$ cat src/sv/midpoint_line_rasterizer_unit_defines.svh
// ----------------------------------------------------------------------------
// midpoint_line_rasterizer_unit_defines
// assertion macros for the line rasterizer, empty when synthesizing
// ----------------------------------------------------------------------------
`ifndef MIDPOINT_LINE_RASTERIZER_UNIT_DEFINES_SVH
`define MIDPOINT_LINE_RASTERIZER_UNIT_DEFINES_SVH

`ifndef SYNTHESIS
// same-cycle implication, disabled in reset
`define MLR_ASSERT_IMPL(label, clk, rst_n, ante, cons) \
  label: assert property (@(posedge clk) disable iff (!rst_n) (ante) |-> (cons)) \
    else $error("assertion failed");
// next-cycle implication, disabled in reset
`define MLR_ASSERT_NEXT(label, clk, rst_n, ante, cons) \
  label: assert property (@(posedge clk) disable iff (!rst_n) (ante) |=> (cons)) \
    else $error("assertion failed");
`else
`define MLR_ASSERT_IMPL(label, clk, rst_n, ante, cons)
`define MLR_ASSERT_NEXT(label, clk, rst_n, ante, cons)
`endif

`endif

$ cat src/sv/mlr_pkg.sv
// ----------------------------------------------------------------------------
// mlr_pkg
// shared widths and controller/datapath interface types
// ----------------------------------------------------------------------------
package mlr_pkg;

  // fixed width of every coordinate port
  localparam int PIX_W = 6;
  // default coordinate width used inside the walk
  localparam int COORD_BITS_DEF = 6;

  typedef struct packed {
    logic load;   // latch a new segment
    logic step;   // advance to the next pixel
  } mlr_cmd_t;

  typedef struct packed {
    logic last;   // current pixel is the final one
  } mlr_sts_t;

endpackage

$ cat src/sv/mlr_ctrl.sv
// ----------------------------------------------------------------------------
// mlr_ctrl
// controller: idle / walk sequencing and channel handshakes
// ----------------------------------------------------------------------------
module mlr_ctrl (
  input  logic              clk,
  input  logic              rst_n,
  input  logic              in_valid,
  output logic              in_ready,
  output logic              out_valid,
  input  logic              out_ready,
  input  mlr_pkg::mlr_sts_t sts,
  output mlr_pkg::mlr_cmd_t cmd
);
  import mlr_pkg::*;

  typedef enum logic {
    ST_IDLE,
    ST_WALK
  } state_t;

  state_t state_r, state_nxt;
  logic   out_take;

  assign out_valid = (state_r == ST_WALK);
  assign out_take  = out_valid && out_ready;
  // a new segment may enter as the final pixel leaves
  assign in_ready  = (state_r == ST_IDLE) || (out_take && sts.last);

  assign cmd.load = in_valid && in_ready;
  assign cmd.step = out_take && !sts.last;

  always_comb begin
    state_nxt = state_r;
    case (state_r)
      ST_IDLE: begin
        if (cmd.load) state_nxt = ST_WALK;
      end
      ST_WALK: begin
        if (cmd.load) state_nxt = ST_WALK;
        else if (out_take && sts.last) state_nxt = ST_IDLE;
      end
      default: state_nxt = ST_IDLE;
    endcase
  end

  always_ff @(posedge clk) begin
    if (!rst_n) begin
      state_r <= ST_IDLE;
    end else begin
      state_r <= state_nxt;
    end
  end

endmodule

$ cat src/sv/mlr_dp.sv
// ----------------------------------------------------------------------------
// mlr_dp
// datapath: segment setup, decision variable and pixel position registers
// ----------------------------------------------------------------------------
module mlr_dp #(
  parameter int COORD_BITS = mlr_pkg::COORD_BITS_DEF
) (
  input  logic                      clk,
  input  logic [mlr_pkg::PIX_W-1:0] in_start_x,
  input  logic [mlr_pkg::PIX_W-1:0] in_start_y,
  input  logic [mlr_pkg::PIX_W-1:0] in_end_x,
  input  logic [mlr_pkg::PIX_W-1:0] in_end_y,
  input  mlr_pkg::mlr_cmd_t         cmd,
  output mlr_pkg::mlr_sts_t         sts,
  output logic [mlr_pkg::PIX_W-1:0] out_pixel_x,
  output logic [mlr_pkg::PIX_W-1:0] out_pixel_y,
  output logic                      out_last_pixel
);
  import mlr_pkg::*;

  localparam int CW = COORD_BITS;
  // decision variable spans -2*(2^CW-1) .. 2*(2^CW-1)
  localparam int DW = COORD_BITS + 2;

  logic [CW-1:0] ax, ay, bx, by;
  logic [CW-1:0] x0, y0, xe, ye;
  logic [CW-1:0] spanx, spany, len, mnr;
  logic          swap, ydown, ymaj;
  logic signed [DW-1:0] d_init;

  logic [CW-1:0] x_r, x_nxt, y_r, y_nxt, cnt_r, cnt_nxt;
  logic signed [DW-1:0] d_r, d_nxt;
  logic [CW:0]   two_m_r, two_m_nxt, two_lm_r, two_lm_nxt;
  logic          ymaj_r, ymaj_nxt, ydown_r, ydown_nxt;
  logic          diag;
  logic [CW-1:0] y_step;

  // setup: order endpoints so x rises, then pick the major axis
  assign ax = in_start_x[CW-1:0];
  assign ay = in_start_y[CW-1:0];
  assign bx = in_end_x[CW-1:0];
  assign by = in_end_y[CW-1:0];

  assign swap  = (bx < ax);
  assign x0    = swap ? bx : ax;
  assign y0    = swap ? by : ay;
  assign xe    = swap ? ax : bx;
  assign ye    = swap ? ay : by;
  assign spanx = xe - x0;
  assign ydown = (ye < y0);
  assign spany = ydown ? (y0 - ye) : (ye - y0);
  assign ymaj  = (spany > spanx);
  assign len   = ymaj ? spany : spanx;
  assign mnr   = ymaj ? spanx : spany;
  assign d_init = $signed({2'b00, len}) - $signed({1'b0, mnr, 1'b0});

  // walk step
  assign diag   = d_r[DW-1] || (d_r == '0);
  assign y_step = ydown_r ? (y_r - CW'(1)) : (y_r + CW'(1));

  always_comb begin
    x_nxt      = x_r;
    y_nxt      = y_r;
    cnt_nxt    = cnt_r;
    d_nxt      = d_r;
    two_m_nxt  = two_m_r;
    two_lm_nxt = two_lm_r;
    ymaj_nxt   = ymaj_r;
    ydown_nxt  = ydown_r;
    if (cmd.load) begin
      x_nxt      = x0;
      y_nxt      = y0;
      cnt_nxt    = len;
      d_nxt      = d_init;
      two_m_nxt  = {mnr, 1'b0};
      two_lm_nxt = {len - mnr, 1'b0};
      ymaj_nxt   = ymaj;
      ydown_nxt  = ydown;
    end else if (cmd.step) begin
      cnt_nxt = cnt_r - CW'(1);
      if (diag) d_nxt = d_r + $signed({1'b0, two_lm_r});
      else      d_nxt = d_r - $signed({1'b0, two_m_r});
      if (ymaj_r) begin
        y_nxt = y_step;
        if (diag) x_nxt = x_r + CW'(1);
      end else begin
        x_nxt = x_r + CW'(1);
        if (diag) y_nxt = y_step;
      end
    end
  end

  always_ff @(posedge clk) begin
    x_r      <= x_nxt;
    y_r      <= y_nxt;
    cnt_r    <= cnt_nxt;
    d_r      <= d_nxt;
    two_m_r  <= two_m_nxt;
    two_lm_r <= two_lm_nxt;
    ymaj_r   <= ymaj_nxt;
    ydown_r  <= ydown_nxt;
  end

  assign sts.last       = (cnt_r == '0);
  assign out_pixel_x    = PIX_W'(x_r);
  assign out_pixel_y    = PIX_W'(y_r);
  assign out_last_pixel = sts.last;

endmodule

$ cat src/sv/midpoint_line_rasterizer_unit.sv
// ----------------------------------------------------------------------------
// midpoint_line_rasterizer_unit
// midpoint line walk over a tile: one segment in, its pixels out in order
//
//   channel  direction  payload                                 transaction
//   in       input      start_x, start_y, end_x, end_y          one segment
//   out      output     pixel_x, pixel_y, last_pixel            one pixel
//
// a segment with major span L gives L+1 pixels, one per cycle while out_ready
// is high; the decision variable register and step counter set this pace
// a segment is loaded as it is taken; the next one is taken as the final pixel
// of the current segment leaves, so back-to-back segments run with no gap
// out_ready low holds the current pixel; reset returns the controller to idle
// ----------------------------------------------------------------------------
`include "midpoint_line_rasterizer_unit_defines.svh"

module midpoint_line_rasterizer_unit #(
  parameter int COORD_BITS = mlr_pkg::COORD_BITS_DEF
) (
  input  logic                      clk,
  input  logic                      rst_n,
  input  logic                      in_valid,
  output logic                      in_ready,
  input  logic [mlr_pkg::PIX_W-1:0] in_start_x,
  input  logic [mlr_pkg::PIX_W-1:0] in_start_y,
  input  logic [mlr_pkg::PIX_W-1:0] in_end_x,
  input  logic [mlr_pkg::PIX_W-1:0] in_end_y,
  output logic                      out_valid,
  input  logic                      out_ready,
  output logic [mlr_pkg::PIX_W-1:0] out_pixel_x,
  output logic [mlr_pkg::PIX_W-1:0] out_pixel_y,
  output logic                      out_last_pixel
);
  import mlr_pkg::*;

  mlr_cmd_t cmd;
  mlr_sts_t sts;

  mlr_ctrl u_ctrl (
    .clk       (clk),
    .rst_n     (rst_n),
    .in_valid  (in_valid),
    .in_ready  (in_ready),
    .out_valid (out_valid),
    .out_ready (out_ready),
    .sts       (sts),
    .cmd       (cmd)
  );

  mlr_dp #(
    .COORD_BITS (COORD_BITS)
  ) u_dp (
    .clk            (clk),
    .in_start_x     (in_start_x),
    .in_start_y     (in_start_y),
    .in_end_x       (in_end_x),
    .in_end_y       (in_end_y),
    .cmd            (cmd),
    .sts            (sts),
    .out_pixel_x    (out_pixel_x),
    .out_pixel_y    (out_pixel_y),
    .out_last_pixel (out_last_pixel)
  );

  // a loaded segment always shows its first pixel next cycle
  `MLR_ASSERT_NEXT(a_load_shows_pixel, clk, rst_n, in_valid && in_ready, out_valid)
  // a new segment only enters while idle or as the final pixel is taken
  `MLR_ASSERT_IMPL(a_enter_on_last, clk, rst_n, in_ready && out_valid, out_ready && out_last_pixel)
  // taking a pixel that is not the last keeps the walk going
  `MLR_ASSERT_NEXT(a_walk_continues, clk, rst_n, out_valid && out_ready && !out_last_pixel, out_valid)
  // the final pixel with no new segment drops the output
  `MLR_ASSERT_NEXT(a_walk_ends, clk, rst_n, out_valid && out_ready && out_last_pixel && !in_valid, !out_valid)

endmodule

$ cat config.mk
export PLATFORM = sky130hd
export DESIGN_NAME = midpoint_line_rasterizer_unit
export DESIGN_NICKNAME = d
export VERILOG_FILES = /design/src/sv/mlr_pkg.sv /design/src/sv/mlr_ctrl.sv /design/src/sv/mlr_dp.sv /design/src/sv/midpoint_line_rasterizer_unit.sv
export VERILOG_INCLUDE_DIRS = /design/src /design/src/sv
export SDC_FILE = /design/constraint.sdc
export NUM_CORES = 1
export LEC_CHECK = 0
export BUFFER_PORTS_ARGS = -buffer_cell sky130_fd_sc_hd__buf_4
export CAP_MARGIN = 20
export CORE_ASPECT_RATIO = 1.75
export CORE_MARGIN = 2
export CORE_UTILIZATION = 55
export CTS_CLUSTER_SIZE = 14
export DETAILED_ROUTE_END_ITERATION = 12
export GPL_TIMING_DRIVEN = 0
export PLACE_DENSITY = 0.89
export SYNTH_ARGS = -nofsm -noshare
export SYNTH_HDL_FRONTEND = slang
export SYNTH_SLANG_ARGS = --single-unit
$ cat constraint.sdc
create_clock -name clk -period 6.8 [get_ports clk]
set_clock_uncertainty 0.2 [all_clocks]
set_input_delay 0.34 -clock clk [delete_from_list [all_inputs] [get_ports clk]]
set_output_delay 0.34 -clock clk [all_outputs]
set_load 0.05 [all_outputs]
# Yosys cells after proc, flatten, opt, wreduce, memory -nomap -nowiden
# Cells that the tools add are included.
[classes]
reduce_logical = 13
eq_ne = 1
magnitude_cmp = 3
bitwise = 1
mux = 25
n_addsub = 11
[ops]
columns = ["operator", "n"]
rows = [
  ["6-bit two-way mux", 18],
  ["8-bit two-way mux", 3],
  ["6-bit subtractor", 4],
  ["6-bit by 1-bit adder with 6-bit output, second input constant", 2],
  ["6-bit less-than comparator", 2],
  ["6-bit by 1-bit subtractor with 6-bit output, second input constant", 2],
  ["8-bit adder", 1],
  ["8-bit logical NOT", 1],
  ["6-bit by 7-bit subtractor with 8-bit output", 1],
  ["8-bit subtractor", 1],
  ["6-bit greater-than comparator", 1],
  ["6-bit logical NOT", 1],
  ["1-bit logical AND", 4],
  ["2-bit AND reduction", 2],
  ["1-bit two-way mux", 3],
  ["3-bit inequality test, second input constant", 1],
  ["3-bit nonzero test", 1],
  ["1-bit logical OR", 2],
  ["1-bit one-hot mux with 2 select lines", 1],
  ["2-bit nonzero test", 1],
  ["1-bit logical NOT", 1],
  ["1-bit inverter", 1],
]
[totals]
output_inout_bits = 15
in_bits = 28
reg_bits = 41

# Depth between registers and ports, before layout
[logic_depth]
word_depth = 8
ltp_mapped = 35
mapped_depth_nobuf = 30

# By module
# Synthesis repeated with hierarchy kept, for this count alone.
[unflattened]
cells_unflattened = 504
area_unflattened_um2 = 4411.7
[modules_own_cells]
columns = ["mod", "cells_per_inst", "area_each_um2", "n_inst", "seq_area_each_um2"]
rows = [
  ["mlr_dp", 498, 4345.4, 1, 1201.2],
  ["mlr_ctrl", 6, 66.3, 1, 20.0],
]

# Worst setup path after synthesis
# OpenSTA, ideal clock, no wires.
[synth_path]
path_kind = "input to register"
start = "in in_start_x[3] in the netlist's numbering"
end = "reg u_dp.d_r[6], data pin"
setup_time_ns = 0.294
cell_stages = 35
arrival_ns = 6.590
setup_slack_ns = -0.284
n_path_buf = 7
path_cell_list = "inv_1 ha_1 and2_4 o2111ai_4 and3_1 buf_6 buf_2 buf_1 o22a_1 ha_1 a2111oi_2 o221ai_1 nand3_1 and3_1 buf_6 mux2i_2 xor2_2 inv_1 ha_1 o21a_1 o21ai_0 a21o_1 clkbuf_1 inv_1 clkbuf_1 buf_1 nor2_1 or2_2 ha_1 a21o_1 a21o_1 a21o_1 a21oi_1 xnor2_1 a21oi_1"
[synth_between]
elab_chain_len = 8
[synth_rtl]
columns = ["item", "line_no", "source"]
rows = [
  ["start: declaration", "midpoint_line_rasterizer_unit.sv:24", "input logic [mlr_pkg::PIX_W-1:0] in_start_x,"],
  ["6-bit less-than comparator (*)", "mlr_dp.sv:44", "assign swap = (bx < ax);"],
  ["6-bit two-way mux, on equally long branches", "mlr_dp.sv:48, mlr_dp.sv:46", ""],
  ["6-bit less-than comparator (*)", "mlr_dp.sv:50", "assign ydown = (ye < y0);"],
  ["named net u_dp.ydown", "mlr_dp.sv:28", "logic swap, ydown, ymaj;"],
  ["6-bit two-way mux (*)", "mlr_dp.sv:51", "assign spany = ydown ? (y0 - ye) : (ye - y0);"],
  ["6-bit greater-than comparator (*)", "mlr_dp.sv:52", "assign ymaj = (spany > spanx);"],
  ["named net u_dp.ymaj", "mlr_dp.sv:28", ""],
  ["6-bit two-way mux, on equally long branches", "mlr_dp.sv:53, mlr_dp.sv:54", ""],
  ["6-bit by 7-bit subtractor with 8-bit output (*)", "mlr_dp.sv:55", "assign d_init = $signed({2'b00, len}) - $signed({1'b0, mnr, 1'b0});"],
  ["8-bit two-way mux (*)", "mlr_dp.sv:70", "if (cmd.load) begin"],
  ["named net u_dp.d_nxt[6]", "mlr_dp.sv:32", "logic signed [DW-1:0] d_r, d_nxt;"],
  ["end signal: assignment", "mlr_dp.sv:97", "d_r <= d_nxt;"],
  ["end: declaration", "mlr_dp.sv:32", ""],
]
# The timed path passes the listed nets; every way through them passes the cells marked *.
# A chain may end at the register's enable or synchronous reset.

# Worst setup path in the final report
[layout_path]
start = "in in_start_x[1] in the netlist's numbering"
end = "reg u_dp.d_r[6], data pin"
# The elaborated chain is that of the path after synthesis.

==> flow_summary_export.csv <==
group,metric,value,unit
cells_and_area,num_antenna_cells,0,
cells_and_area,fill_cells,525,
cts,worst_setup_hold_path_clk_slew,0.06,ns
timing,min_period,6.70,ns
power,power.switching_fraction,0.450,
critical_path,arrival,6.54,ns
cts,cts_sinks,41,
global_routing,grt_pass1_vias,3991,
synthesis,synth-adder-area-share,0.126,
critical_path,crit-reg2reg-launch,"u_dp.d_r[2]$_DFFE_PP_",
synthesis,ys_warn_count,0,
critical_path,critPathLaunchType,"primary input",
global_routing,grt_first_pass_wirelength,18.7,mm
floorplanning,die_area,8310,um^2
timing,timing.max_slew.rel_slack,0.393,
floorplanning,core_area,7460,um^2
timing,tightest_slew,0.910,ns
run_status,run_status,"finished, final reports clean",
power,fin_total_pwr,2.36,mW
timing,hold_violations,0,
critical_path,worst_path_max_delay_cell,"sky130_fd_sc_hd__ha_4",
timing,timing.final.setup_violations,0,
critical_path,worst_r2r_path_depth,12,
route,drt_first_iter_violations,389,
synthesis,synthesis.area,4170,um^2
route,route.detailed.wl_per_inst,20.0,um
route,detail_route.drc_violations,0,
power,ir_drop_worst_vdd,0.202,mV
synthesis,synth_cells,475,
synthesis,yosys.cell_count.top_type,"sky130_fd_sc_hd__nand2_1",
synthesis,yosysUniqueCellTypes,60,
hold_path,worstHoldPathType,"in -> reg",
synthesis,synth-xor-area-share,0.0919,
synthesis,yosysTopAreaCell,"sky130_fd_sc_hd__edfxtp_1",
timing,fmax_achieved,149,MHz
hold_path,min_path_cells,2,
hold_path,end_point_of_the_worst_hold_path,"u_ctrl.out_valid$_SDFF_PN0_",
synthesis,postSynthRegisterBits,41,
power,leakage,2.14,nW
synthesis,mappedNetlistNets,540,
synthesis,async_reset_ff_frac,0,
synthesis,yosysTopAreaCellShare,0.288,
synthesis,synth.yosys.seq_area_share,0.293,
cells_and_area,area.sequential,1220,um^2
power,power-per-cell-area,469,nW/um^2
cells_and_area,syn2layout_area_growth,20.8,%
synthesis,synth_enable_flop_cells,40,
critical_path,cp_peak_stage_delay,0.30,ns
synthesis,leading_post_synthesis_cells_by_cell_area,"sky130_fd_sc_hd__edfxtp_1, sky130_fd_sc_hd__ha_1, sky130_fd_sc_hd__xnor2_1",
critical_path,r2r-end,"u_dp.d_r[7]$_DFFE_PP_",
hold_path,hold_path_startpoint,"rst_n",
power,netSwitchingPower,1.06,mW
cells_and_area,proportion_of_layout_cells_with_a_drive_suffix_above_1,0.226,
synthesis,synth_simple_gate_area_share,0.169,
cts,maximum_level_of_the_cts_h_tree,2,
power,power_frac_seq,0.219,
place,routabilityCongestion,0.985,
global_routing,grt_max_degree,18,
critical_path,path_max_fanout,10,
synthesis,synth-compound-area-share,0.209,
cts,worst_skew_pair.late_latency,0.29,ns
floorplanning,initial_utilization,0.558,
floorplanning,chipWidth,69.8,um
power,clockPowerShare,0.115,
cts,cts_hold_buf,0,
place,place_hpwl,8.66,mm
power,cellInternalPower,1.30,mW
critical_path,worstSetupEndpointType,"register",
timing,timing.final.crit_share,0.986,
timing,fin_hold_ws,0.121,ns
route,route.final.wire_length,12.4,mm
cts,ctsRootBufferMaster,"sky130_fd_sc_hd__clkbuf_16",
cts,numCtsBuffers,5,
route,route.antenna.remaining_nets,0,
global_routing,grt_overflow,0,
place,place.port_buffers,41,
flow_run,drv_cap,0,
power,power.combinational.fraction,0.666,
floorplanning,pin_count,43,
cells_and_area,multiInputGateArea,2890,um^2
critical_path,path_class,"in -> reg",
route,vias,4073,
cells_and_area,layout.nets,596,
critical_path,cp.required,6.63,ns
global_routing,antenna_violations_before_repair,0,
timing,final_max_slew_viol_count,0,
synthesis,syn_area_per_cell,8.77,um^2
critical_path,flop2flop_setup_slack,3.04,ns
route,drt_pass1_iterations,7,
synthesis,synth.area.mux_share,0.0517,
floorplanning,chip_height,119,um
global_routing,grt_util_all_layers,0.281,
cts,clk_path_buf_depth,2,
synthesis,netlist_top_cells_count,"sky130_fd_sc_hd__nand2_1, sky130_fd_sc_hd__edfxtp_1, sky130_fd_sc_hd__inv_1, sky130_fd_sc_hd__nor2_1, sky130_fd_sc_hd__ha_1",
floorplanning,rows,42,
synthesis,synth_ff_type,"sky130_fd_sc_hd__edfxtp_1",
synthesis,combinational_family_with_the_most_area_after_synthesis,"compound AO/OA/AOI/OAI gates",
cts,cts_tree,"done",
route,routed_via_density,6.57,
-- final cells by class --
cell class                 instances  area share
sequential                        41       0.243
multi-input combinational        375       0.573
clock inverter                     2     0.00696
timing repair buffer              50      0.0761
clock buffer                       6      0.0256
buffer                            18      0.0234
inverter                          40      0.0298
tap                               88      0.0219
-- flip-flops by register name, summed over array words and instances (netlist names) --
signal,count
u_ctrl.out_valid,1
u_dp.cnt_r,6
u_dp.d_r,8
u_dp.out_pixel_x,6
u_dp.out_pixel_y,6
u_dp.two_lm_r,6
u_dp.two_m_r,6
u_dp.ydown_r,1
u_dp.ymaj_r,1
-- timing repair --
action | 4_1_cts | 5_1_grt
gates resized for setup | 17 | 23
pin swaps | 1 | 5
endpoints found under the setup margin | 9 | 5
buffers inserted | 2 | 6
-- critical path: cells and delay by family --
kind | cells | cell delay, ns
xor+xnor | 2 | 0.40
compound gates | 13 | 2.23
fa+ha+maj | 4 | 1.05
buf+inv | 9 | 1.22
simple gates | 6 | 1.01
mux | 1 | 0.26
-- metrics by stage --
stage,util,TNS (ns),std cells,setup WS [ns],cell area (um^2)
floorplan,-,0,475,0.0106,4170
detailed placement,0.617,-7.27,605,-1.10,4610
CTS,0.656,0,614,0.0166,4890
global placement,0.615,-4.72,604,-0.902,4590
global route,0.674,-0.214,620,-0.106,5030
finish,0.674,0,620,0.0957,5030
-- kinds of logic after synthesis --
group | Yosys count
multiplexers | 20
AO/OA/AOI/OAI | 123
buffers and inverters | 59
flip-flops | 41
XOR/XNOR | 42
AND/OR/NAND/NOR | 149
adder cells (fa/ha/maj) | 41
-- worst max-delay path by stage --
| stage | slack (ns) | endpoint | from | depth (start not counted) |
|---|---|---|---|---|
| floorplan | 0.01 | u_dp.d_r[6]$_DFFE_PP_ | in_start_x[3] | 35 |
| global placement | -0.90 | u_dp.d_r[6]$_DFFE_PP_ | in_start_x[5] | 35 |
| detailed placement | -1.10 | u_dp.d_r[6]$_DFFE_PP_ | in_start_x[5] | 35 |
| CTS | 0.02 | u_dp.d_r[6]$_DFFE_PP_ | in_start_x[1] | 35 |
| global route | -0.11 | u_dp.d_r[6]$_DFFE_PP_ | in_start_x[1] | 35 |
| finish | 0.1 | u_dp.d_r[6]$_DFFE_PP_ | in_start_x[1] | 35 |
-- routing by layer --
metal  vias up  track usage  wire (um)
met4         0        0.202        917
li1       1830            -          -
met2       260        0.507       6460
met1      1892        0.287       4190
met3        91       0.0431        828
met5         -            0          0
-- placed cells by master, fill, tap and decap left out, types with 10 or more instances in the layout --
| cell | n |
|---|---|
| sky130_fd_sc_hd__o21ai_0 | 14 |
| sky130_fd_sc_hd__buf_4 | 51 |
| sky130_fd_sc_hd__a21oi_1 | 27 |
| sky130_fd_sc_hd__a31oi_1 | 12 |
| sky130_fd_sc_hd__nor2_1 | 36 |
| sky130_fd_sc_hd__ha_1 | 25 |
| sky130_fd_sc_hd__xnor2_1 | 26 |
| sky130_fd_sc_hd__nor3_1 | 10 |
| sky130_fd_sc_hd__edfxtp_1 | 40 |
| sky130_fd_sc_hd__xor2_1 | 14 |
| sky130_fd_sc_hd__inv_1 | 39 |
| sky130_fd_sc_hd__nand2_1 | 55 |
| sky130_fd_sc_hd__a21o_1 | 11 |
-- power groups by stage --
stage	logic [mW]	clock network (mW)	registers (mW)
2_1_floorplan	1.02	0	0.580
3_3_place_gp	1.35	0	0.511
3_5_place_dp	1.41	0	0.519
4_1_cts	1.47	0.268	0.514
5_1_grt	1.70	0.280	0.525
6_report	1.57	0.272	0.516
No activity file was read; power rests on OpenSTA's default activity.
